### src/rtl/length_prefixed_record_ring_assert.svh
// assertion macros for the record ring checks
`ifndef LENGTH_PREFIXED_RECORD_RING_ASSERT_SVH
`define LENGTH_PREFIXED_RECORD_RING_ASSERT_SVH

// same-cycle implication, sampled on clk, off during rst
`define LPRR_ASSERT_NOW(label, ante, cons, msg) \
  label: assert property (@(posedge clk) disable iff (rst) (ante) |-> (cons)) \
    else $error(msg);

// next-cycle implication, sampled on clk, off during rst
`define LPRR_ASSERT_NEXT(label, ante, cons, msg) \
  label: assert property (@(posedge clk) disable iff (rst) (ante) |=> (cons)) \
    else $error(msg);

`endif

### src/rtl/lprr_pkg.sv
// shared constants, types and ring index helpers of the record ring
package lprr_pkg;

  localparam int DEPTH        = 1024;
  localparam int MAX_RECORD   = 64;
  localparam int HEADER_BYTES = 4;

  localparam int IDX_W   = $clog2(DEPTH);
  localparam int CAP_W   = $clog2(DEPTH + 1);
  localparam int LEN_W   = 11;
  localparam int BYTE_W  = 8;
  localparam int CMD_W   = 3;
  localparam int ST_W    = 2;
  localparam int MREC_W  = $clog2(MAX_RECORD + 1);
  localparam int RD_W    = $clog2(((MAX_RECORD > HEADER_BYTES) ? MAX_RECORD : HEADER_BYTES) + 1);
  localparam int HK_W    = $clog2(HEADER_BYTES + 1);
  localparam int HC_W    = $clog2(HEADER_BYTES);
  localparam int HDR_W   = BYTE_W * HEADER_BYTES;
  localparam int SUM_W   = ((CAP_W > LEN_W) ? CAP_W : LEN_W) + 2;
  localparam int ADDR_W  = 3;
  localparam int PDATA_W = 32;

  localparam logic [CAP_W-1:0] CAP_RESET = CAP_W'((DEPTH < 1024) ? DEPTH : 1024);

  // commands
  localparam logic [CMD_W-1:0] CMD_PUSH  = 3'd0;
  localparam logic [CMD_W-1:0] CMD_POP   = 3'd1;
  localparam logic [CMD_W-1:0] CMD_PEEK  = 3'd2;
  localparam logic [CMD_W-1:0] CMD_QUERY = 3'd3;
  localparam logic [CMD_W-1:0] CMD_TRIM  = 3'd4;
  localparam logic [CMD_W-1:0] CMD_CLEAR = 3'd5;

  // result codes
  localparam logic [ST_W-1:0] ST_OK    = 2'd0;
  localparam logic [ST_W-1:0] ST_EMPTY = 2'd1;
  localparam logic [ST_W-1:0] ST_ERR   = 2'd2;

  localparam logic KIND_DATA   = 1'b0;
  localparam logic KIND_STATUS = 1'b1;

  // register select, taken from paddr[2]
  localparam logic REG_CAPACITY   = 1'b0;
  localparam logic REG_USE_HEADER = 1'b1;

  typedef enum logic [2:0] {
    S_IDLE,
    S_HDRW,
    S_RHDR,
    S_RCHK,
    S_RDAT
  } state_t;

  typedef struct packed {
    logic              kind;
    logic [BYTE_W-1:0] out_byte;
    logic [ST_W-1:0]   status;
    logic [LEN_W-1:0]  count;
    logic              last;
  } res_t;

  typedef struct packed {
    logic [CAP_W-1:0] capacity;
    logic             use_header;
    logic             wr;
  } cfg_t;

  typedef struct packed {
    logic [IDX_W-1:0] wr_index;
    logic [IDX_W-1:0] rd_index;
  } stat_t;

  function automatic logic [IDX_W-1:0] ring_adv(input logic [IDX_W-1:0] i,
                                                input logic [CAP_W-1:0] cap);
    logic [SUM_W-1:0] nx;
    nx = SUM_W'(i) + SUM_W'(1);
    return (nx >= SUM_W'(cap)) ? '0 : IDX_W'(nx);
  endfunction

  // one conditional subtract, valid for x below twice the capacity
  function automatic logic [IDX_W-1:0] ring_wrap(input logic [SUM_W-1:0] x,
                                                 input logic [CAP_W-1:0] cap);
    logic [SUM_W-1:0] y;
    y = (x >= SUM_W'(cap)) ? (x - SUM_W'(cap)) : x;
    return IDX_W'(y);
  endfunction

  function automatic logic [CAP_W-1:0] ring_occ(input logic [IDX_W-1:0] wi,
                                                input logic [IDX_W-1:0] ri,
                                                input logic [CAP_W-1:0] cap);
    logic [SUM_W-1:0] d;
    if (wi >= ri) begin
      d = SUM_W'(wi) - SUM_W'(ri);
    end else begin
      d = SUM_W'(wi) + SUM_W'(cap) - SUM_W'(ri);
    end
    return CAP_W'(d);
  endfunction

endpackage

### src/rtl/lprr_if.sv


interface lprr_res_if import lprr_pkg::*; ();
  logic              valid;
  logic              ready;
  logic              kind;
  logic [BYTE_W-1:0] out_byte;
  logic [ST_W-1:0]   status;
  logic [LEN_W-1:0]  count;
  logic              last;

  modport source (output valid, kind, out_byte, status, count, last, input ready);
  modport sink (input valid, kind, out_byte, status, count, last, output ready);
endinterface

### src/rtl/lprr_outq.sv
// two-entry result queue in front of the result channel
module lprr_outq import lprr_pkg::*; (
  input  logic      clk,
  input  logic      rst,
  input  logic      push,
  input  res_t      d,
  output logic      space,
  lprr_res_if.source rsp
);

  res_t       ent [2];
  logic       wptr;
  logic       rptr;
  logic [1:0] fill;
  logic       pop;
  res_t       head;

  assign space = (fill != 2'd2);
  assign pop   = rsp.valid && rsp.ready;
  assign head  = ent[rptr];

  always_ff @(posedge clk) begin
    if (rst) begin
      wptr <= 1'b0;
      rptr <= 1'b0;
      fill <= 2'd0;
    end else begin
      if (push) begin
        wptr <= ~wptr;
      end
      if (pop) begin
        rptr <= ~rptr;
      end
      fill <= fill + 2'(push) - 2'(pop);
    end
  end

  always_ff @(posedge clk) begin
    if (push) begin
      ent[wptr] <= d;
    end
  end

  assign rsp.valid    = (fill != 2'd0);
  assign rsp.kind     = head.kind;
  assign rsp.out_byte = head.out_byte;
  assign rsp.status   = head.status;
  assign rsp.count    = head.count;
  assign rsp.last     = head.last;

endmodule

### src/flat_wrapper.sv
// flat-port wrapper written by rule: the top's interface ports become plain ports
module lprr_outq_flat import lprr_pkg::*;
  (clk, rst, push, d, space, rsp_valid, rsp_kind, rsp_out_byte, rsp_status, rsp_count, rsp_last, rsp_ready);
  lprr_res_if rsp_i ();
  input  logic clk;
  input  logic rst;
  input  logic push;
  input  res_t d;
  output logic space;
  output wire logic [$bits(rsp_i.valid)-1:0] rsp_valid;
  output wire logic [$bits(rsp_i.kind)-1:0] rsp_kind;
  output wire logic [$bits(rsp_i.out_byte)-1:0] rsp_out_byte;
  output wire logic [$bits(rsp_i.status)-1:0] rsp_status;
  output wire logic [$bits(rsp_i.count)-1:0] rsp_count;
  output wire logic [$bits(rsp_i.last)-1:0] rsp_last;
  input wire logic [$bits(rsp_i.ready)-1:0] rsp_ready;
  assign rsp_valid = rsp_i.valid;
  assign rsp_kind = rsp_i.kind;
  assign rsp_out_byte = rsp_i.out_byte;
  assign rsp_status = rsp_i.status;
  assign rsp_count = rsp_i.count;
  assign rsp_last = rsp_i.last;
  assign rsp_i.ready = rsp_ready;
  lprr_outq u_core (.clk(clk), .rst(rst), .push(push), .d(d), .space(space), .rsp(rsp_i));
endmodule
### config.mk
export PLATFORM = sky130hd
export DESIGN_NAME = lprr_outq_flat
export DESIGN_NICKNAME = d
export VERILOG_FILES = /design/src/rtl/length_prefixed_record_ring_assert.svh /design/src/rtl/lprr_pkg.sv /design/src/rtl/lprr_if.sv /design/src/rtl/lprr_outq.sv /design/src/flat_wrapper.sv
export SDC_FILE = /design/constraint.sdc
export NUM_CORES = 1
export LEC_CHECK = 0
export BUFFER_PORTS_ARGS = -buffer_cell sky130_fd_sc_hd__buf_2
export CORE_MARGIN = 2
export CORE_UTILIZATION = 51
export CTS_CLUSTER_SIZE = 16
export DETAILED_ROUTE_END_ITERATION = 10
export MAX_ROUTING_LAYER = met4
export PLACE_DENSITY = 0.78
export SETUP_SLACK_MARGIN = 0.2
export SYNTH_ARGS = -nofsm -noshare
export SYNTH_HDL_FRONTEND = slang
export SYNTH_SLANG_ARGS = --single-unit
### constraint.sdc
create_clock -name clk -period 2.65 [get_ports clk]
set_clock_uncertainty 0.15 [all_clocks]
set_input_delay 0.265 -clock clk [delete_from_list [all_inputs] [get_ports clk]]
set_output_delay 0.265 -clock clk [all_outputs]
set_load 0.03 [all_outputs]
; Yosys cells after proc, flatten, opt, wreduce, memory -nomap -nowiden
; Memory sizes are Yosys's and may differ from the RTL's. A register that Yosys moved wholly into a read port is not among the register bits.
; Cells that the tools add are included.
[word_totals]
ff_bits = 4
latchBits = 0
ram_bits = 46
romBits = 0
in_bits = 27
output_inout_bits = 25
wordCells = 15
memories = 1
[memory_table]
columns = name, words, word_bits, rd, rd_ports_with_merged_regs, write_ports, line
row1 = u_core.ent, 2, 23, 1, 1, 1, lprr_outq.sv:11  ; res_t ent [2];
[op_classes]
add_sub_neg = 2
multipliers = 0
div_mod_pow = 0
magnitude_cmp = 0
n_eq_ne = 1
n_shift = 0
muxes = 4
n_bitwise = 2
n_reduce_logical = 2
[op_table]
columns = op, n
row1 = $mux 1, 4
row2 = $add 2x1->2, 1
row3 = $ne 2x2->1 const B, 1
row4 = $not 1->1, 2
row5 = $reduce_bool 2->1, 1
row6 = $sub 2x1->2, 1
row7 = $logic_and 1x1->1, 1

; Logic depth before layout (Yosys ltp)
[logic_depth]
word_depth = 4
ltp_mapped = 6
mapped_depth_nobuf = 6

; Worst setup path after synthesis
; No wires, ideal clock.
[synth_path]
kind = flip-flop to flip-flop
start = reg u_core.wptr
end = mem u_core.ent[0][0] (netlist name) (enable)
arrival_ns = 1.372
required_ns = 2.095
path_slack_ns = 0.722
stages_incl_launch_ff = 2
n_path_buf = 0
period_less_slack_ns = 1.928
path_cell_list = dfxtp_1 nor2b_1
[synth_lines]
columns = item, line
row1 = start: declaration, lprr_outq.sv:12  ; logic wptr;
row2 = start signal: assignment, lprr_outq.sv:29  ; wptr <= ~wptr;
row3 = end: declaration, lprr_outq.sv:11
; No word-level cell before the write port.

==> results.txt <==
The run finished with clean final reports. The layout overhead on the synthesized area came out at 26.7%. The global-route wire length before repair is 4690 microns. Across the run, the number of max-cap violations was 0. The stage delay of the slowest cell on the critical path is 0.38 ns. The path category of the worst min-delay check is primary input to flop. The count of cell types in the netlist is 15.

The initial antenna violation count came to 0. TritonCTS created 5 clock buffers. The H-tree was split into 2 levels.

The predominant post-synthesis flop cell is edfxtp_1. IR analysis of the VDD net gives a maximum drop of 0.701 mV. The worst setup path is launched from a flop.

The remaining antenna violation count after routing is 0. The largest fanout of any net on the critical path came out at 21. The wire length after detailed routing came out at 3010 microns. The number of DRC violations after detailed routing is 0.

The final RePlAce weighted congestion is 0.696. After legalization and detailed placement, the total HPWL measured 2070 microns. The type of the setup path with the least slack is flop to output pin. Clock latency on the worst-skew pair, taken at its later pin, is 0.29 ns. The length in cells of the worst reg-to-reg path came out at 6. Traced cell by cell, the critical path runs through buf_4 -> mux2_2 -> buf_2. The worst hold path depth came out at 1.

The detail-routed net length per standard cell is 14.5 microns. The area inside the core boundary came out at 3630 sq um. In this run, synthesis inferred 46 flip-flops with an integrated enable. The number of endpoints failing setup at the final stage came out at 0. By count the netlist is led by edfxtp_1, mux2_2, dfxtp_1.

The cell count after synthesis is 94. TritonCTS built the clock tree. The total power per unit cell area came out at 907 nW/um^2. The detailed router finished its first iteration with 17 violations. The net count of the mapped netlist is 123. The most repeated cell in the gate-level netlist after synthesis is edfxtp_1.

The number of synthesized register bits is 51. After synthesis, the largest family of logic cells by area is multiplexers. The portion of netlist area occupied by mux cells is 14.7%.

The first detailed-routing pass took 4 iterations. The CTS clock-pin slew for the worst setup and hold paths is 0.08 ns. The total number of clock tree sinks is 51. The worst register-to-register path has a setup slack of 1.06 ns. The number of top-level pins is 52. The initial cell density of the core came out at 52.6%. On the critical path, the stage with the largest delay is an instance of mux2_2.

The global routing usage summed across all routing layers is 15.7%. The final net count is 188. Row generation in the floorplan step produced 22 rows.

The Yosys step of the flow raised 0 warnings. The data required time at the worst endpoint came out at 2.24 ns. The startpoint identified for the worst register-to-register timing path is u_core.fill[1]. The sum of negative setup slack came out at 0 ns. STA classifies the critical path endpoint as an output pin. The synthesized-area fraction occupied by adder cells came out at 1.31%. In this run the static leakage power is 0.941 nW. The post-synthesis compound-gate area fraction came out at 0.786%. The final-layout fill cell count is 282. Entering global routing, the biggest net connects 24 pins. The ratio of final minimum period to clock period is 73.0%.

The relative max-transition margin is 79.5%. The overall die area came out at 4250 sq um. Of the total synthesized cell area, the portion taken by XOR and XNOR cells is 1.64%.

0 antenna diodes ended up in the layout. During placement, the flow inserted port buffers numbering 51. The sequential cell area fraction in the yosys report is 77.5%. The final-report max-slew violation count is 0. The overall via count from detail_route is 998. After detailed routing, the number of vias per cell comes to 4.80. The endpoint identified for the worst register-to-register timing path is u_core.fill[1]. In this run the horizontal extent of the chip is 65.2 microns. In this run the most critical hold path is launched from d[12]. After Yosys synthesis, and, or, nand and nor cells account for 2.42% of the synthesized area. The post-synthesis async set-or-reset flop share came out at 0%. The worst hold path endpoint is u_core.ent[1][12].

Counting I/O delays and the setup requirement, the final critical path takes 1.93 ns. The actual slew at the worst max-slew pin came out at 0.308 ns. CTS placed an instance of clkbuf_8 at the clock tree root. After synthesis, the cell types taking the most area are edfxtp_1, mux2_2, dfxtp_1. After synthesis the cells add up to 1910 sq um. The number of global-route vias before repair is 1054.

The total count of hold-check failures in the final report was 0. Setup repair after global routing left no endpoint under its margin. Global routing finished with a remaining overflow of 0.

The share of synthesized area in the top cell type comes to 72.3%. The final-layout worst hold slack came out at 0.00759 ns. The buffer levels on the longest clock path came out at 2.

The overall die height is 65.2 microns. Dividing the synthesized area by the synthesized cell count gives 20.3 sq um. The arrival time of the worst setup path is 1.52 ns. In the final layout, the share of cells above drive strength 1 is 54.4%. The synthesized design spends more area on one cell type than any other, namely edfxtp_1. The highest clock rate came out at 0.517 GHz.
[logic make-up after synthesis]
group                      count (synthesis)
xor gates and xnor gates                   2
DFF                                       51
adders and majority gates                  2
muxes                                     25
AOI/OAI and AO/OA                          1
and+or+nand+nor                            9
buffers and inverters                      4
[per-stage QoR]
step / instance area (sq um) / setup slack, ns / total power, W / util [%] / instances
after floorplan: 1910 / 0.722 / 0.00146 / - / 94
after global placement: 2230 / 1.05 / 0.00159 / 61.3 / 194
after detailed placement: 2230 / 1.03 / 0.00161 / 61.3 / 194
after CTS: 2380 / 0.695 / 0.00221 / 65.5 / 204
after global routing: 2420 / 0.639 / 0.00228 / 66.6 / 208
final: 2420 / 0.716 / 0.00220 / 66.6 / 208
[cell usage in the layout, fill, tap and decap left out, drive strengths merged]
| cell | netlist | final |
|---|---|---|
| buf | 2 | 54 |
| edfxtp | 46 | 46 |
| mux2 | 25 | 25 |
| dlygate4sd3 | 0 | 6 |
| clkbuf | 0 | 6 |
| dfxtp | 5 | 5 |
| nor2 | 3 | 3 |
| nor2b | 3 | 3 |
| inv | 2 | 2 |
| ha | 2 | 2 |
| bufinv | 0 | 2 |
| o21a | 1 | 1 |
| nand2 | 1 | 1 |
| and2 | 1 | 1 |
| xnor2 | 1 | 1 |
| xnor3 | 1 | 1 |
| or2 | 1 | 1 |
[state kept, by name (all words and copies together), names as in the netlist, named ones only]
name,flops
u_core.fill,2
u_core.rptr,1
u_core.ent,46
u_core.wptr,1
[routing by layer]
metal / vias to the layer above / track usage [%] / routed length [microns]
met2: 25 / 26.7 / 1680
met3: 5 / 3.94 / 113
li1: 488 / - / -
met1: 480 / 17.3 / 1160
met4: 0 / 7.55 / 51
met5: - / - / 0
[final cells by class]
cell class | instances | area, sq um | share of cell area, %
sequential | 51 | 1480 | 61.2
multi-input combinational | 39 | 402 | 16.6
timing repair buffer | 60 | 338 | 14.0
clock buffer | 6 | 72.6 | 3.00
clock inverter | 2 | 60.1 | 2.48
tap | 48 | 60.1 | 2.48
inverter | 2 | 7.51 | 0.310
[worst max-delay path by stage]
stage / end / slack, ns
CTS: rsp_status[1] / 0.70
global placement: rsp_kind / 1.05
finish: rsp_status[1] / 0.72
detailed placement: rsp_out_byte[4] / 1.03
floorplan: u_core.ent[0][0] / 0.72
global route: rsp_out_byte[4] / 0.64
[power breakdown]
part	leakage [nW]	switching (W)	total, W	internal (W)
combinational	0.402	0.000356	0.000611	0.000256
sequential	0.473	0.0000321	0.000983	0.000951
clock	0.0654	0.000225	0.000601	0.000377
[critical path, delay by kind of cell, from the launching register on]
kind | cells | cell delay [ns]
muxes | 1 | 0.38
buffers and inverters | 2 | 0.48
DFF | 1 | 0.36
[repair_timing]
action / 4_1_cts / 5_1_grt
gates resized for setup: 0 / 0
hold buffers: 2 / 4
endpoints found under the hold margin: 4 / 8
buffers inserted: 0 / 0
(Power assumes the default switching activity.)
