### config.mk
export PLATFORM = sky130hd
export DESIGN_NAME = lprr_cfg
export DESIGN_NICKNAME = d
export VERILOG_FILES = /design/src/rtl/length_prefixed_record_ring_assert.svh /design/src/rtl/lprr_pkg.sv /design/src/rtl/lprr_cfg.sv
export SDC_FILE = /design/constraint.sdc
export NUM_CORES = 1
export LEC_CHECK = 0
export BUFFER_PORTS_ARGS = -buffer_cell sky130_fd_sc_hd__buf_2
export CORE_ASPECT_RATIO = 0.9
export CORE_MARGIN = 3
export CORE_UTILIZATION = 33
export DETAILED_ROUTE_END_ITERATION = 6
export GPL_TIMING_DRIVEN = 0
export HOLD_SLACK_MARGIN = 0.12
export PLACE_DENSITY = 0.88
export SYNTH_ARGS = -nofsm -noshare
export SYNTH_HDL_FRONTEND = slang
export SYNTH_SLANG_ARGS = --single-unit
### constraint.sdc
create_clock -name clk -period 1.37 [get_ports clk]
set_input_delay 0.137 -clock clk [delete_from_list [all_inputs] [get_ports clk]]
set_output_delay 0.137 -clock clk [all_outputs]
set_load 0.005 [all_outputs]
### src/rtl/length_prefixed_record_ring_assert.svh
// assertion macros for the record ring checks
`ifndef LENGTH_PREFIXED_RECORD_RING_ASSERT_SVH
`define LENGTH_PREFIXED_RECORD_RING_ASSERT_SVH

// same-cycle implication, sampled on clk, off during rst
`define LPRR_ASSERT_NOW(label, ante, cons, msg) \
  label: assert property (@(posedge clk) disable iff (rst) (ante) |-> (cons)) \
    else $error(msg);

// next-cycle implication, sampled on clk, off during rst
`define LPRR_ASSERT_NEXT(label, ante, cons, msg) \
  label: assert property (@(posedge clk) disable iff (rst) (ante) |=> (cons)) \
    else $error(msg);

`endif

### src/rtl/lprr_pkg.sv
// shared constants, types and ring index helpers of the record ring
package lprr_pkg;

  localparam int DEPTH        = 1024;
  localparam int MAX_RECORD   = 64;
  localparam int HEADER_BYTES = 4;

  localparam int IDX_W   = $clog2(DEPTH);
  localparam int CAP_W   = $clog2(DEPTH + 1);
  localparam int LEN_W   = 11;
  localparam int BYTE_W  = 8;
  localparam int CMD_W   = 3;
  localparam int ST_W    = 2;
  localparam int MREC_W  = $clog2(MAX_RECORD + 1);
  localparam int RD_W    = $clog2(((MAX_RECORD > HEADER_BYTES) ? MAX_RECORD : HEADER_BYTES) + 1);
  localparam int HK_W    = $clog2(HEADER_BYTES + 1);
  localparam int HC_W    = $clog2(HEADER_BYTES);
  localparam int HDR_W   = BYTE_W * HEADER_BYTES;
  localparam int SUM_W   = ((CAP_W > LEN_W) ? CAP_W : LEN_W) + 2;
  localparam int ADDR_W  = 3;
  localparam int PDATA_W = 32;

  localparam logic [CAP_W-1:0] CAP_RESET = CAP_W'((DEPTH < 1024) ? DEPTH : 1024);

  // commands
  localparam logic [CMD_W-1:0] CMD_PUSH  = 3'd0;
  localparam logic [CMD_W-1:0] CMD_POP   = 3'd1;
  localparam logic [CMD_W-1:0] CMD_PEEK  = 3'd2;
  localparam logic [CMD_W-1:0] CMD_QUERY = 3'd3;
  localparam logic [CMD_W-1:0] CMD_TRIM  = 3'd4;
  localparam logic [CMD_W-1:0] CMD_CLEAR = 3'd5;

  // result codes
  localparam logic [ST_W-1:0] ST_OK    = 2'd0;
  localparam logic [ST_W-1:0] ST_EMPTY = 2'd1;
  localparam logic [ST_W-1:0] ST_ERR   = 2'd2;

  localparam logic KIND_DATA   = 1'b0;
  localparam logic KIND_STATUS = 1'b1;

  // register select, taken from paddr[2]
  localparam logic REG_CAPACITY   = 1'b0;
  localparam logic REG_USE_HEADER = 1'b1;

  typedef enum logic [2:0] {
    S_IDLE,
    S_HDRW,
    S_RHDR,
    S_RCHK,
    S_RDAT
  } state_t;

  typedef struct packed {
    logic              kind;
    logic [BYTE_W-1:0] out_byte;
    logic [ST_W-1:0]   status;
    logic [LEN_W-1:0]  count;
    logic              last;
  } res_t;

  typedef struct packed {
    logic [CAP_W-1:0] capacity;
    logic             use_header;
    logic             wr;
  } cfg_t;

  typedef struct packed {
    logic [IDX_W-1:0] wr_index;
    logic [IDX_W-1:0] rd_index;
  } stat_t;

  function automatic logic [IDX_W-1:0] ring_adv(input logic [IDX_W-1:0] i,
                                                input logic [CAP_W-1:0] cap);
    logic [SUM_W-1:0] nx;
    nx = SUM_W'(i) + SUM_W'(1);
    return (nx >= SUM_W'(cap)) ? '0 : IDX_W'(nx);
  endfunction

  // one conditional subtract, valid for x below twice the capacity
  function automatic logic [IDX_W-1:0] ring_wrap(input logic [SUM_W-1:0] x,
                                                 input logic [CAP_W-1:0] cap);
    logic [SUM_W-1:0] y;
    y = (x >= SUM_W'(cap)) ? (x - SUM_W'(cap)) : x;
    return IDX_W'(y);
  endfunction

  function automatic logic [CAP_W-1:0] ring_occ(input logic [IDX_W-1:0] wi,
                                                input logic [IDX_W-1:0] ri,
                                                input logic [CAP_W-1:0] cap);
    logic [SUM_W-1:0] d;
    if (wi >= ri) begin
      d = SUM_W'(wi) - SUM_W'(ri);
    end else begin
      d = SUM_W'(wi) + SUM_W'(cap) - SUM_W'(ri);
    end
    return CAP_W'(d);
  endfunction

endpackage

### src/rtl/lprr_cfg.sv
// configuration registers behind the apb-style port
module lprr_cfg import lprr_pkg::*; (
  input  logic               clk,
  input  logic               rst,
  input  logic               psel,
  input  logic               penable,
  input  logic               pwrite,
  input  logic [ADDR_W-1:0]  paddr,
  input  logic [PDATA_W-1:0] pwdata,
  output logic [PDATA_W-1:0] prdata,
  output logic               pready,
  output cfg_t               cfg
);

  logic [CAP_W-1:0] capacity;
  logic             use_header;
  logic             wr;
  logic [LEN_W-1:0] wval;
  logic [CAP_W-1:0] cap_clamped;

  assign pready = 1'b1;
  assign wr     = psel && penable && pwrite && pready;
  assign wval   = pwdata[LEN_W-1:0];

  always_comb begin
    if (wval == '0) begin
      cap_clamped = CAP_W'(1);
    end else if (SUM_W'(wval) > SUM_W'(DEPTH)) begin
      cap_clamped = CAP_W'(DEPTH);
    end else begin
      cap_clamped = CAP_W'(wval);
    end
  end

  always_ff @(posedge clk) begin
    if (rst) begin
      capacity   <= CAP_RESET;
      use_header <= 1'b1;
    end else if (wr) begin
      if (paddr[2] == REG_CAPACITY) begin
        capacity <= cap_clamped;
      end else begin
        use_header <= pwdata[0];
      end
    end
  end

  assign prdata = (paddr[2] == REG_USE_HEADER) ? PDATA_W'(use_header) : PDATA_W'(capacity);

  assign cfg.capacity   = capacity;
  assign cfg.use_header = use_header;
  assign cfg.wr         = wr;

endmodule

Word level (Yosys, flattened, before mapping) --
Cells that the tools add are included.
Word-level totals: register bits after elaboration 12, input bits 40, output and inout bits 46, logic and storage cells 12
Operators by class: magnitude comparators 1, mux-type cells 3, bitwise logic cells 1, reduce and logical (&&, ||, !) cells 5
Operators by type and width (count):
- $mux 11 | 3
- $gt 11x11->1 const B | 1
- $logic_not 11->1 | 1
- $reduce_and 2->1 | 2
- $logic_and 1x1->1 | 2
- $not 1->1 | 1

Logic depth before layout (Yosys ltp) --
Gate-level depths: netlist of run 1.
depth in word-level cells 3, depth in mapped cells 4, mapped depth without buffers 3

Worst setup path after synthesis of run 1 --
Ideal clock, no wire load.
path kind input to register, from input pwdata[4], to register capacity[0], setup time 0.059 ns, arrival time 1.003 ns, data required time 1.311 ns, setup slack 0.307 ns, stages on the path 3, buffers on the path 0, path through or4_4 nor4_2 o311a_1
Between the ends: word-level cells in the longest chain between the ends 3, elaborated cells on any way between the ends 4, those cells by class 1 x order compare; 2 x mux; 1 x reduce/logical
Ends and longest elaborated chain:
- start: declaration | line lprr_cfg.sv:9 | input logic [PDATA_W-1:0] pwdata,
- $gt 11x11->1 | line lprr_cfg.sv:28 | end else if (SUM_W'(wval) > SUM_W'(DEPTH)) begin
- $mux 11 | line lprr_cfg.sv:28
- $mux 11 * | line lprr_cfg.sv:26 | if (wval == '0) begin
- end signal: assignment | line lprr_cfg.sv:41 | capacity <= cap_clamped;
- end: declaration | line lprr_cfg.sv:15 | logic [CAP_W-1:0] capacity;
Mark *: on every way between the ends. The rest lies on a longest branch, timed or not. A chain may end at the register's enable or synchronous reset.

Final worst setup path of run 1 --
from input rst, to register use_header
RTL lines:
- start: declaration | line lprr_cfg.sv:4 | input logic rst,
- end signal: assignment | line lprr_cfg.sv:43 | use_header <= pwdata[0];
- end: declaration | line lprr_cfg.sv:16 | logic use_header;
No word-level cell between the ends.

==> key figures, run 1 <==
Power and ir drop
  – Leakage power summed over all cells: 0.605 nW
  – Switching part of the total power: between 20% and 30%
  – Proportion of power drawn by flip-flops and latches: ~49%
  – Combinational share of power: a little over a fifth
  – Internal power: between 500 and 600 µW
  – Peak ir drop on the vdd network: 0.394 mV
  – Clock share of power: between 20% and 30%
  – Power density of the placed cells: around 660 mW/mm²
  – Switching power: roughly 190 µW

Min path
  – Kind of path behind the tightest hold check: in -> reg
  – Depth of the worst hold-timing path: 2

Clocking
  – Number of levels in the clock H-tree: 1
  – Worst-skew pair later-pin latency: 0.27 ns
  – Buffers inserted by post-CTS timing repair: 0
  – Root cell of the clock tree: clkbuf_4
  – Clock tree buffer depth: 2
  – CTS tree: built
  – Num Clock Sinks: 12
  – Clock-pin slew of the registers on the worst-case setup and hold paths: approximately 0.07 ns
  – Total clock buffers created by CTS: 3

Layout
  – Final Net Count: 200
  – Post-route cell area: around 0.0011 mm²
  – Area growth from synthesis to layout: 43.9%
  – Fraction of final layout cells sized beyond drive strength 1: 45.6%
  – Antenna diode instance count: 0

Logic synthesis
  – Avg Inst Size Synth: a little over 8 µm²
  – Post-synth top area share: 31.1%
  – Simple-gate portion of the synthesized area: 30.1%
  – Main combinational cell family by area after synthesis: simple AND/OR/NAND/NOR gates
  – Number of distinct library cells after synthesis: 22
  – Cell count after synthesis: between 90 and 100
  – Synth Area in Compound Gates: about a tenth
  – Xor and xnor area share after synthesis: 0%
  – YS warnings: 0
  – Part of the Yosys area used for sequential elements: a little under a third
  – Area of the mapped netlist: 772 µm²
  – Adder-cell share of the synthesized area: 0%
  – Flops & latches, synth: 12
  – Library cell occupying the most area in the post-synthesis netlist: dfxtp_1
  – Leading post-synthesis cells by cell area: dfxtp_1 (31%), buf_4 (23%), nand3b_1 (8.8%)
  – Share of synthesized area spent on multiplexers: between 1 and 1.5%

Run
  – Max-Cap Viols: 0

Die
  – Number of rows in the core area: 15
  – Number of top-level design ports: 86
  – Horizontal die dimension: ~57 µm
  – Placeable core region: 0.00206 mm²
  – Die Y: 51.9 µm
  – Die Outline Area: between 0.002 and 0.003 mm²
  – Starting utilization of the core area: between 30% and 40%

GRT
  – Number of global-route vias before repair: ~660
  – First-pass GRT wire length: between 2000 and 3000 µm
  – All-Layer GR Usage: between 10% and 20%
  – Maximum number of pins on one net before global-route repair: 11
  – Leftover overflow at the end of global routing: 0
  – Antenna violations before repair: 0

Timing
  – Ratio of final minimum period to clock period: between 80% and 90%
  – RSZ-0062 raised after global routing: no
  – Post-route setup TNS: 0 ns
  – Worst clock skew on the final layout: 0 ns
  – Number of endpoints with negative hold slack in the final report: 0
  – Minimum period implied by the final worst setup slack: 1.16 ns
  – Total of endpoints with negative setup slack in the final report: 0
  – Upper clock frequency limit: between 800 and 900 MHz
  – Max-slew violation count: 0

Critical path
  – Buffers plus inverters on the worst setup path: 3
  – Slowest-stage cell, CP: dlygate4sd3_1
  – Critical Path Start Type: input pin
  – Cells on worst reg2reg path: 2
  – Worst endpoint required time: about 1.5 ns
  – CP Class: in -> reg
  – CP endpoint kind: flop
  – Signal arrival time at the worst endpoint: 1.32 ns
  – Largest fanout on the critical path: 10
  – Slowest Stage Delay on Critical Path: ~0.53 ns
  – Cell-by-cell listing of the critical path: dlygate4sd3_1, buf_2, clkbuf_1, a311o_1
  – Cell family with the largest share of critical-path delay: buffers and inverters
  – WP depth: 4

Detailed routing
  – Mean number of vias per cell: between 4 and 5
  – Routed length per instance: ~10 µm
  – Total via count after detailed routing: between 700 and 800
  – Final antenna-violating net count: 0
  – Final routed DRC violation total: 0
  – Starting DRT DRC Count: 19
  – Drt pass-1 iters: 3
  – Wire length after detailed routing: around 1800 µm

Place
  – Placed instance area: between 0.001 and 0.0015 mm²
  – Final RePlAce weighted congestion: 0.768
  – IO buf count: 40

Run status
  – Status: finished, final reports clean
[final cells by class]
cell class / instances / area (µm²)
plain buffers: 28 / 198
clock buffers: 3 / 22.5
fillers: 225 / 953
inverters: 1 / 3.75
multi-input cells: 73 / 405
flip-flops and latches: 12 / 240
well taps: 25 / 31.3
repair buffers: 41 / 210
[cell usage in the layout (no fill, tap or decap)]
master         count
nor2b_1           10
nor4_2             1
a21oi_1            9
nand3b_1           9
inv_1              1
or3_1              1
buf_4             24
nand2_1           11
conb_1            22
or4_4              1
and4b_1            1
a31oi_1            1
clkbuf_4           3
and3_1             1
nand4b_1           1
nand2b_1           1
a311o_1            1
a21boi_1           1
mux2_2             1
clkbuf_1           2
dfxtp_1           12
buf_2             42
o311a_1            1
dlygate4sd3_1      1
[path summary, 6_finish.rpt]
check	start	endpoint	slack, ns
min	pwdata[0]	use_header	0.13
max	rst	use_header	0.21
min reg2reg	capacity[10]	capacity[10]	0.45
max reg2reg	use_header	use_header	0.50
[what timing repair did]
action / in CTS / in global routing
hold buffers: 1 / 0
resized for setup: 0 / 0
endpoints found under the hold margin: 1 / 0
[worst reg2reg max path, stage by stage, from the launching register on]
cell and delay, ns:
dfxtp_1 0.32, a21boi_1 0.12, a311o_1 0.32
[sequential cells by signal, indices dropped and copies added (netlist names)]
register    flops
use_header      1
capacity       11
[kinds of logic after synthesis]
| kind of cell | after synthesis |
|---|---|
| and+or+nand+nor | 37 |
| DFF | 12 |
| other | 2 |
| muxes | 1 |
| AOI/OAI and AO/OA | 13 |
| buffers and inverters | 29 |
[synth_stat cells]
cell type,number
inv_1,1
or3_1,1
a21boi_1,1
dfxtp_1,12
buf_4,24
nand3b_1,9
and3_1,1
a21oi_1,9
and4b_1,1
nor2b_1,10
conb_1,2
nand2_1,11
nand2b_1,1
nor4_2,1
clkbuf_1,2
nand4b_1,1
or4_4,1
mux2_2,1
o311a_1,1
a31oi_1,1
buf_2,2
a311o_1,1
[metal layers]
metal / global-route usage, % / vias up / wire length [µm]
li1: - / 401 / -
met1: 13.4 / 307 / 754
met2: 21.1 / 41 / 837
met3: 5.71 / 0 / 243
met4: 1.16 / 0 / 0
met5: 0 / - / 0
[power by group through the flow]
stage | Combinational [mW] | Clock (mW) | Sequential (mW)
global route | 0.175 | 0.233 | 0.360
CTS | 0.155 | 0.223 | 0.359
finish | 0.158 | 0.216 | 0.359
floorplan | 0.0994 | 0 | 0.367
global placement | 0.150 | 0 | 0.367
detailed placement | 0.153 | 0 | 0.367
[metrics by stage]
| step | utilization, % | power [mW] | std cells | hold WS (ns) | setup slack [ns] |
|---|---|---|---|---|---|
| 4_1_cts | 53.8 | 0.738 | 183 | 0.125 | 0.214 |
| 6_report | 53.8 | 0.733 | 183 | 0.134 | 0.209 |
| 3_5_place_dp | 52.2 | 0.520 | 179 | 0.352 | 0.116 |
| 3_3_place_gp | 52.2 | 0.517 | 179 | 0.344 | 0.107 |
| 5_1_grt | 53.8 | 0.768 | 183 | 0.124 | 0.181 |
| 2_1_floorplan | - | 0.466 | 114 | 0.238 | 0.307 |
Note: power is estimated with default switching activity, not from simulation.
==> inputs of run 2 (changes only) <==
--- a/config.mk
+++ b/config.mk
@@ -8,11 +8,11 @@
 export BUFFER_PORTS_ARGS = -buffer_cell sky130_fd_sc_hd__buf_2
 export CORE_ASPECT_RATIO = 0.9
 export CORE_MARGIN = 3
-export CORE_UTILIZATION = 33
+export CORE_UTILIZATION = 30
 export DETAILED_ROUTE_END_ITERATION = 6
 export GPL_TIMING_DRIVEN = 0
 export HOLD_SLACK_MARGIN = 0.12
-export PLACE_DENSITY = 0.88
+export PLACE_DENSITY = 0.85
 export SYNTH_ARGS = -nofsm -noshare
 export SYNTH_HDL_FRONTEND = slang
 export SYNTH_SLANG_ARGS = --single-unit
==> constraint.sdc (replaced) <==
create_clock -name clk -period 1 [get_ports clk]
set_input_delay 0.1 -clock clk [delete_from_list [all_inputs] [get_ports clk]]
set_output_delay 0.1 -clock clk [all_outputs]
set_load 0.005 [all_outputs]
==> key figures, run 2 (synthesis results as in run 1) <==
Detailed routing
  – Mean number of vias per cell: 4.12 (+0.72%)
  – Total via count after detailed routing: 808 (+7.9%)
  – Final routed DRC violation total: 0 (unchanged)
  – Final antenna-violating net count: 0 (unchanged)
  – Drt pass-1 iters: 6 (+3)
  – Routed length per instance: 10.5 µm (+4.3%)
  – Wire length after detailed routing: 2050 µm (+12%)
  – Starting DRT DRC Count: 23 (+4)

Timing
  – Number of endpoints with negative hold slack in the final report: 0 (unchanged)
  – Worst clock skew on the final layout: 0 ns (unchanged)
  – Minimum period implied by the final worst setup slack: between 1 and 1.5 ns
  – Post-route setup TNS: -0.0809 ns (-0.0809 ns)
  – Upper clock frequency limit: 925 MHz
  – Worst-case setup margin in the final layout: -0.0809 ns (-0.289 ns)
  – Max-slew violation count: 0 (unchanged)
  – Ratio of final minimum period to clock period: 108%
  – Total of endpoints with negative setup slack in the final report: 1 (+1)
  – RSZ-0062 raised after global routing: yes
  – Final hold slack: 0.171 ns (+0.0362 ns)

GRT
  – Number of global-route vias before repair: 677 (+2.7%)
  – Leftover overflow at the end of global routing: 0 (unchanged)
  – All-Layer GR Usage: 12.7% (+0.81 points)
  – Antenna violations before repair: 0 (unchanged)
  – First-pass GRT wire length: 3020 µm (+9.8%)
  – Maximum number of pins on one net before global-route repair: 11 (unchanged)

Power and ir drop
  – Power density of the placed cells: 839 mW/mm² (+27%)
  – Final Total Pwr: 1.05 mW (+43%)
  – Peak ir drop on the vdd network: 0.509 mV (+29%)
  – Leakage power summed over all cells: 0.666 nW (+10%)

Critical path
  – Cells on worst reg2reg path: 2 (unchanged)
  – Cell-by-cell listing of the critical path: mux2_4, buf_6
  – Signal arrival time at the worst endpoint: 0.98 ns (-0.34 ns)
  – Worst-case register-to-register setup slack: 0.13 ns (-0.37 ns)
  – Slowest Stage Delay on Critical Path: 0.33 ns (-0.20 ns)
  – Launching point of the worst reg2reg path: use_header
  – Largest fanout on the critical path: 3 (-7)
  – Worst endpoint required time: 0.90 ns (-0.63 ns)
  – CP Class: reg -> out
  – Critical Path Start Type: flop
  – CP endpoint kind: output pin
  – Slowest-stage cell, CP: dfxtp_2
  – Capture point of the worst reg-to-reg path: use_header

Layout
  – Number of cells in the finished layout apart from fillers: 196 (+7.1%)
  – Sequential cell area: 254 µm² (+5.7%)
  – Antenna diode instance count: 0 (unchanged)
  – Filler instances: 232 (+3.1%)
  – Area growth from synthesis to layout: 62.4%
  – Multi-input combinational cell area: 417 µm² (+2.8%)
  – Most frequent standard cell in the layout excluding fill and tap cells: buf_2
  – Largest registers in the final layout: capacity x11, use_header x1
  – Final Net Count: 211 (+5.5%)
  – Register with the highest flop count: capacity
  – Number of flip-flops in the largest register: 11 (unchanged)
  – Commonest cells after routing, fill and taps aside: buf_2 (41), buf_4 (25), conb_1 (22)
  – Fraction of final layout cells sized beyond drive strength 1: 50.9% (+5.3 points)

Die
  – Starting utilization of the core area: 33.5% (-3.9 points)
  – Placeable core region: 0.00230 mm² (+12%)
  – Number of top-level design ports: 86 (unchanged)
  – Number of rows in the core area: 16 (+1)
  – Horizontal die dimension: 59.5 µm (+4.4%)
  – Die Y: 54.1 µm (+4.3%)
  – Die Outline Area: 0.00322 mm² (+8.9%)

Clocking
  – Num Clock Sinks: 12 (unchanged)
  – CTS tree: built
  – Clock tree buffer depth: 2 (unchanged)
  – Worst-skew pair later-pin latency: 0.27 ns (about the same)
  – Clock-pin slew of the registers on the worst-case setup and hold paths: 0.07 ns (about the same)
  – Number of levels in the clock H-tree: 1 (unchanged)
  – Total clock buffers created by CTS: 3 (unchanged)
  – Root cell of the clock tree: clkbuf_4

Place
  – Placed wire-length estimate: 1490 µm
  – Final RePlAce weighted congestion: 0.731 (-4.9%)
  – Instance count after placement with tap cells included: 181 (+1.1%)
  – IO buf count: 40 (unchanged)

Run status
  – Status: complete, but fails checks
  – Violations in the final reports: setup timing

Min path
  – Beginning of the worst hold path: paddr[2]
  – Kind of path behind the tightest hold check: in -> reg
  – Depth of the worst hold-timing path: 2 (unchanged)
  – Capture endpoint of the worst hold path: use_header

Run
  – Max-Cap Viols: 0 (unchanged)
## run 2: critical path: cells and delay by family, from the launching register on
kind	cells	cell delay (ns)
flip-flops	1	0.33
multiplexers	1	0.27
buffers and inverters	1	0.12
## run 2: report_power, final
group / leakage [nW] / switching [mW] / internal [mW]
Sequential: 0.101 / 0.00570 / 0.487
Clock: 0.0138 / 0.161 / 0.139
Combinational: 0.551 / 0.104 / 0.154
Total: 0.666 / 0.271 / 0.781
## run 2: timing repair
item | in CTS | in global routing
gates cloned | 0 | 0
hold buffers | 11 | 0
buffers inserted | 0 | 1
hold endpoints to repair | 12 | 0
endpoints found under the setup margin | 2 | 11
resized for setup | 3 | 13
## run 2: worst max-delay path by stage
stage                 from     endpoint  slack, ns  cells past startpoint
6_report       capacity[0]    prdata[0]      -0.08                      2
5_1_grt        capacity[0]    prdata[0]      -0.12                      2
4_1_cts         use_header    prdata[0]      -0.09                      2
3_5_place_dp     pwdata[4]  capacity[0]      -0.24                      4
3_3_place_gp     pwdata[4]  capacity[0]      -0.23                      4
2_1_floorplan    pwdata[4]  capacity[0]      -0.03                      3
## run 2: metal layers
metal	global-route usage [%]	share of wire (%)	up-vias
met5	0	0	-
li1	-	-	420
met3	6.47	12	0
met1	15.3	41	340
met4	1.13	0	0
met2	20.9	47	48
## run 2: final cells by class
type                    count  share of cell area, %
inverters                   1                  0.299
repair buffers             52                   25.8
multi-input cells          73                   33.2
flip-flops and latches     12                   20.3
clock buffers               3                   1.80
well taps                  27                   2.69
plain buffers              28                   15.9
## run 2: per-stage QoR
stage                     setup slack (ns)  utilization (%)  area, µm²
after global placement              -0.230             47.0       1080
after floorplan                    -0.0257                -        847
after global routing                -0.120             54.5       1250
after detailed placement            -0.236             47.0       1080
after CTS                          -0.0868             52.9       1220
final                              -0.0809             54.5       1250
==> inputs of run 3 (changes only) <==
--- a/config.mk
+++ b/config.mk
@@ -5,14 +5,15 @@
 export SDC_FILE = /design/constraint.sdc
 export NUM_CORES = 1
 export LEC_CHECK = 0
-export BUFFER_PORTS_ARGS = -buffer_cell sky130_fd_sc_hd__buf_2
+export ABC_AREA = 0
 export CORE_ASPECT_RATIO = 0.9
 export CORE_MARGIN = 3
-export CORE_UTILIZATION = 30
+export CORE_UTILIZATION = 53
 export DETAILED_ROUTE_END_ITERATION = 6
+export DONT_BUFFER_PORTS = 1
 export GPL_TIMING_DRIVEN = 0
 export HOLD_SLACK_MARGIN = 0.12
-export PLACE_DENSITY = 0.85
+export PLACE_DENSITY = 0.81
 export SYNTH_ARGS = -nofsm -noshare
 export SYNTH_HDL_FRONTEND = slang
 export SYNTH_SLANG_ARGS = --single-unit
==> key figures, run 3 (synthesis results as in run 1) <==
Layout
  – Number of flip-flops in the largest register: 11 (unchanged)
  – Largest registers in the final layout: capacity x11, use_header x1
  – Commonest cells after routing, fill and taps aside: buf_4 (24), conb_1 (22), dlygate4sd3_1 (12)
  – Final Net Count: 176 (-17%)
  – Area growth from synthesis to layout: 43.4%
  – Register with the highest flop count: capacity
  – Post-route cell area: 0.00111 mm² (-12%)
  – Antenna diode instance count: 0 (unchanged)
  – Most frequent standard cell in the layout excluding fill and tap cells: buf_4
  – Fraction of final layout cells sized beyond drive strength 1: 30.4% (-21 points)

Min path
  – Beginning of the worst hold path: pwdata[8]
  – Kind of path behind the tightest hold check: in -> reg

Detailed routing
  – Mean number of vias per cell: 4.89 (+19%)
  – Drt pass-1 iters: 4 (-2)
  – Final antenna-violating net count: 0 (unchanged)
  – Total via count after detailed routing: 729 (-9.8%)
  – Starting DRT DRC Count: 10 (-57%)
  – Wire length after detailed routing: 2310 µm (+13%)
  – Final routed DRC violation total: 0 (unchanged)
  – Routed length per instance: 15.5 µm (+48%)

Critical path
  – Worst endpoint required time: 0.90 ns (about the same)
  – Largest fanout on the critical path: 3 (unchanged)
  – Critical Path Start Type: flop
  – Slowest Stage Delay on Critical Path: 0.34 ns (about the same)
  – Slowest-stage cell, CP: dfxtp_2
  – Start point of the critical path: capacity[0]
  – Signal arrival time at the worst endpoint: 0.89 ns (-0.09 ns)
  – Cell-by-cell listing of the critical path: mux2_2
  – Buffers plus inverters on the worst setup path: 0 (-1)
  – CP endpoint kind: output pin
  – Cell family with the largest share of critical-path delay: flip-flops
  – Worst-case register-to-register setup slack: 0.13 ns (about the same)
  – Launching point of the worst reg2reg path: use_header
  – CP Class: reg -> out

Power and ir drop
  – Power density of the placed cells: 1010 mW/mm² (+21%)
  – Combinational share of power: 20.2% (-4.3 points)
  – Internal power: 843 µW (+8.0%)
  – Peak ir drop on the vdd network: 0.912 mV (+79%)
  – Proportion of power drawn by flip-flops and latches: 44.0% (-2.9 points)
  – Final Total Pwr: 1.12 mW (+6.9%)
  – Switching power: 280 µW (+3.6%)
  – Clock share of power: 35.8% (+7.2 points)
  – Switching part of the total power: 24.9% (-0.79 points)
  – Leakage power summed over all cells: 0.537 nW (-19%)

Timing
  – Post-route setup TNS: 0 ns (+0.0809 ns)
  – Upper clock frequency limit: 1010 MHz (+9.2%)
  – Total of endpoints with negative setup slack in the final report: 0 (-1)
  – Number of endpoints with negative hold slack in the final report: 0 (unchanged)
  – Worst-case setup margin in the final layout: 0.00995 ns (+0.0909 ns)
  – Worst slew margin: about 59%
  – RSZ-0062 raised after global routing: yes
  – Worst Tran Pin Value: just over 0.6 ns
  – Worst clock skew on the final layout: 0 ns (unchanged)
  – Ratio of final minimum period to clock period: 99.0% (-9.1 points)
  – Final hold slack: 0.150 ns (-0.0203 ns)
  – Max-slew violation count: 0 (unchanged)
  – Minimum period implied by the final worst setup slack: 0.990 ns (-0.0909 ns)

Clocking
  – Worst-skew pair later-pin latency: 0.28 ns (about the same)
  – Number of levels in the clock H-tree: 1 (unchanged)
  – Clock-pin slew of the registers on the worst-case setup and hold paths: 0.07 ns (about the same)
  – Num Clock Sinks: 12 (unchanged)
  – Root cell of the clock tree: clkbuf_4
  – Total clock buffers created by CTS: 3 (unchanged)
  – Clock tree buffer depth: 2 (unchanged)
  – CTS tree: built

Die
  – Number of top-level design ports: 86 (unchanged)
  – Die Outline Area: 0.00195 mm² (-39%)
  – Die Y: 42.2 µm (-22%)
  – Number of rows in the core area: 12 (-4)
  – Starting utilization of the core area: 59.8% (+26 points)
  – Horizontal die dimension: 46.2 µm (-22%)
  – Placeable core region: 0.00129 mm² (-44%)

Place
  – Final RePlAce weighted congestion: 0.708 (-3.1%)
  – IO buf count: 0 (-100%)
  – Setup Slack @ Placement: -0.0944 ns (+0.141 ns)
  – Placed wire-length estimate: 1330 µm (-11%)
  – Placed instance area: 865 µm² (-20%)

GRT
  – Antenna violations before repair: 0 (unchanged)
  – First-pass GRT wire length: 3130 µm (+3.6%)
  – All-Layer GR Usage: 22.9% (+10 points)
  – Number of global-route vias before repair: 667 (-1.5%)
  – Maximum number of pins on one net before global-route repair: 11 (unchanged)
  – Leftover overflow at the end of global routing: 0 (unchanged)

Run
  – Max-Cap Viols: 0 (unchanged)

Run status
  – Status: finished, final reports clean
[run 3: repair_timing]
action,CTS,global route
hold buffers,16,0
cloned,0,1
pin swaps,0,2
setup buffers,0,0
setup endpoints to repair,1,16
hold endpoints to repair,12,0
gates resized for setup,1,15
[run 3: power by group through the flow]
stage	combinational, mW	clock (mW)	sequential (mW)
after floorplan	0.136	0	0.503
after global placement	0.146	0	0.505
after detailed placement	0.147	0	0.505
after CTS	0.204	0.407	0.494
after global routing	0.247	0.426	0.496
final	0.227	0.402	0.494
[run 3: final timing paths]
kind | to | depth (start not counted)
max | prdata[0] | 1
max reg2reg | use_header | 2
min | capacity[0] | 2
min reg2reg | capacity[3] | 2
[run 3: stage by stage]
step	cells	util, %
6_report	149	85.8
3_3_place_gp	128	67.0
2_1_floorplan	114	-
3_5_place_dp	128	67.0
5_1_grt	149	85.8
4_1_cts	148	82.3
[run 3: area by class of cell]
cell class	count	area, µm²
multi-input combinational	73	422
fill	83	184
clock buffer	4	36.3
timing repair buffer	17	181
sequential	12	243
inverter	1	3.75
buffer	28	204
tap	14	17.5
[run 3: per-layer routing]
layer,vias up,share of wire [%],track usage (%)
met1,330,35,22.8
met4,0,2.0,8.52
li1,349,-,-
met2,43,54,40.1
met5,-,0,0
met3,7,8.7,9.87
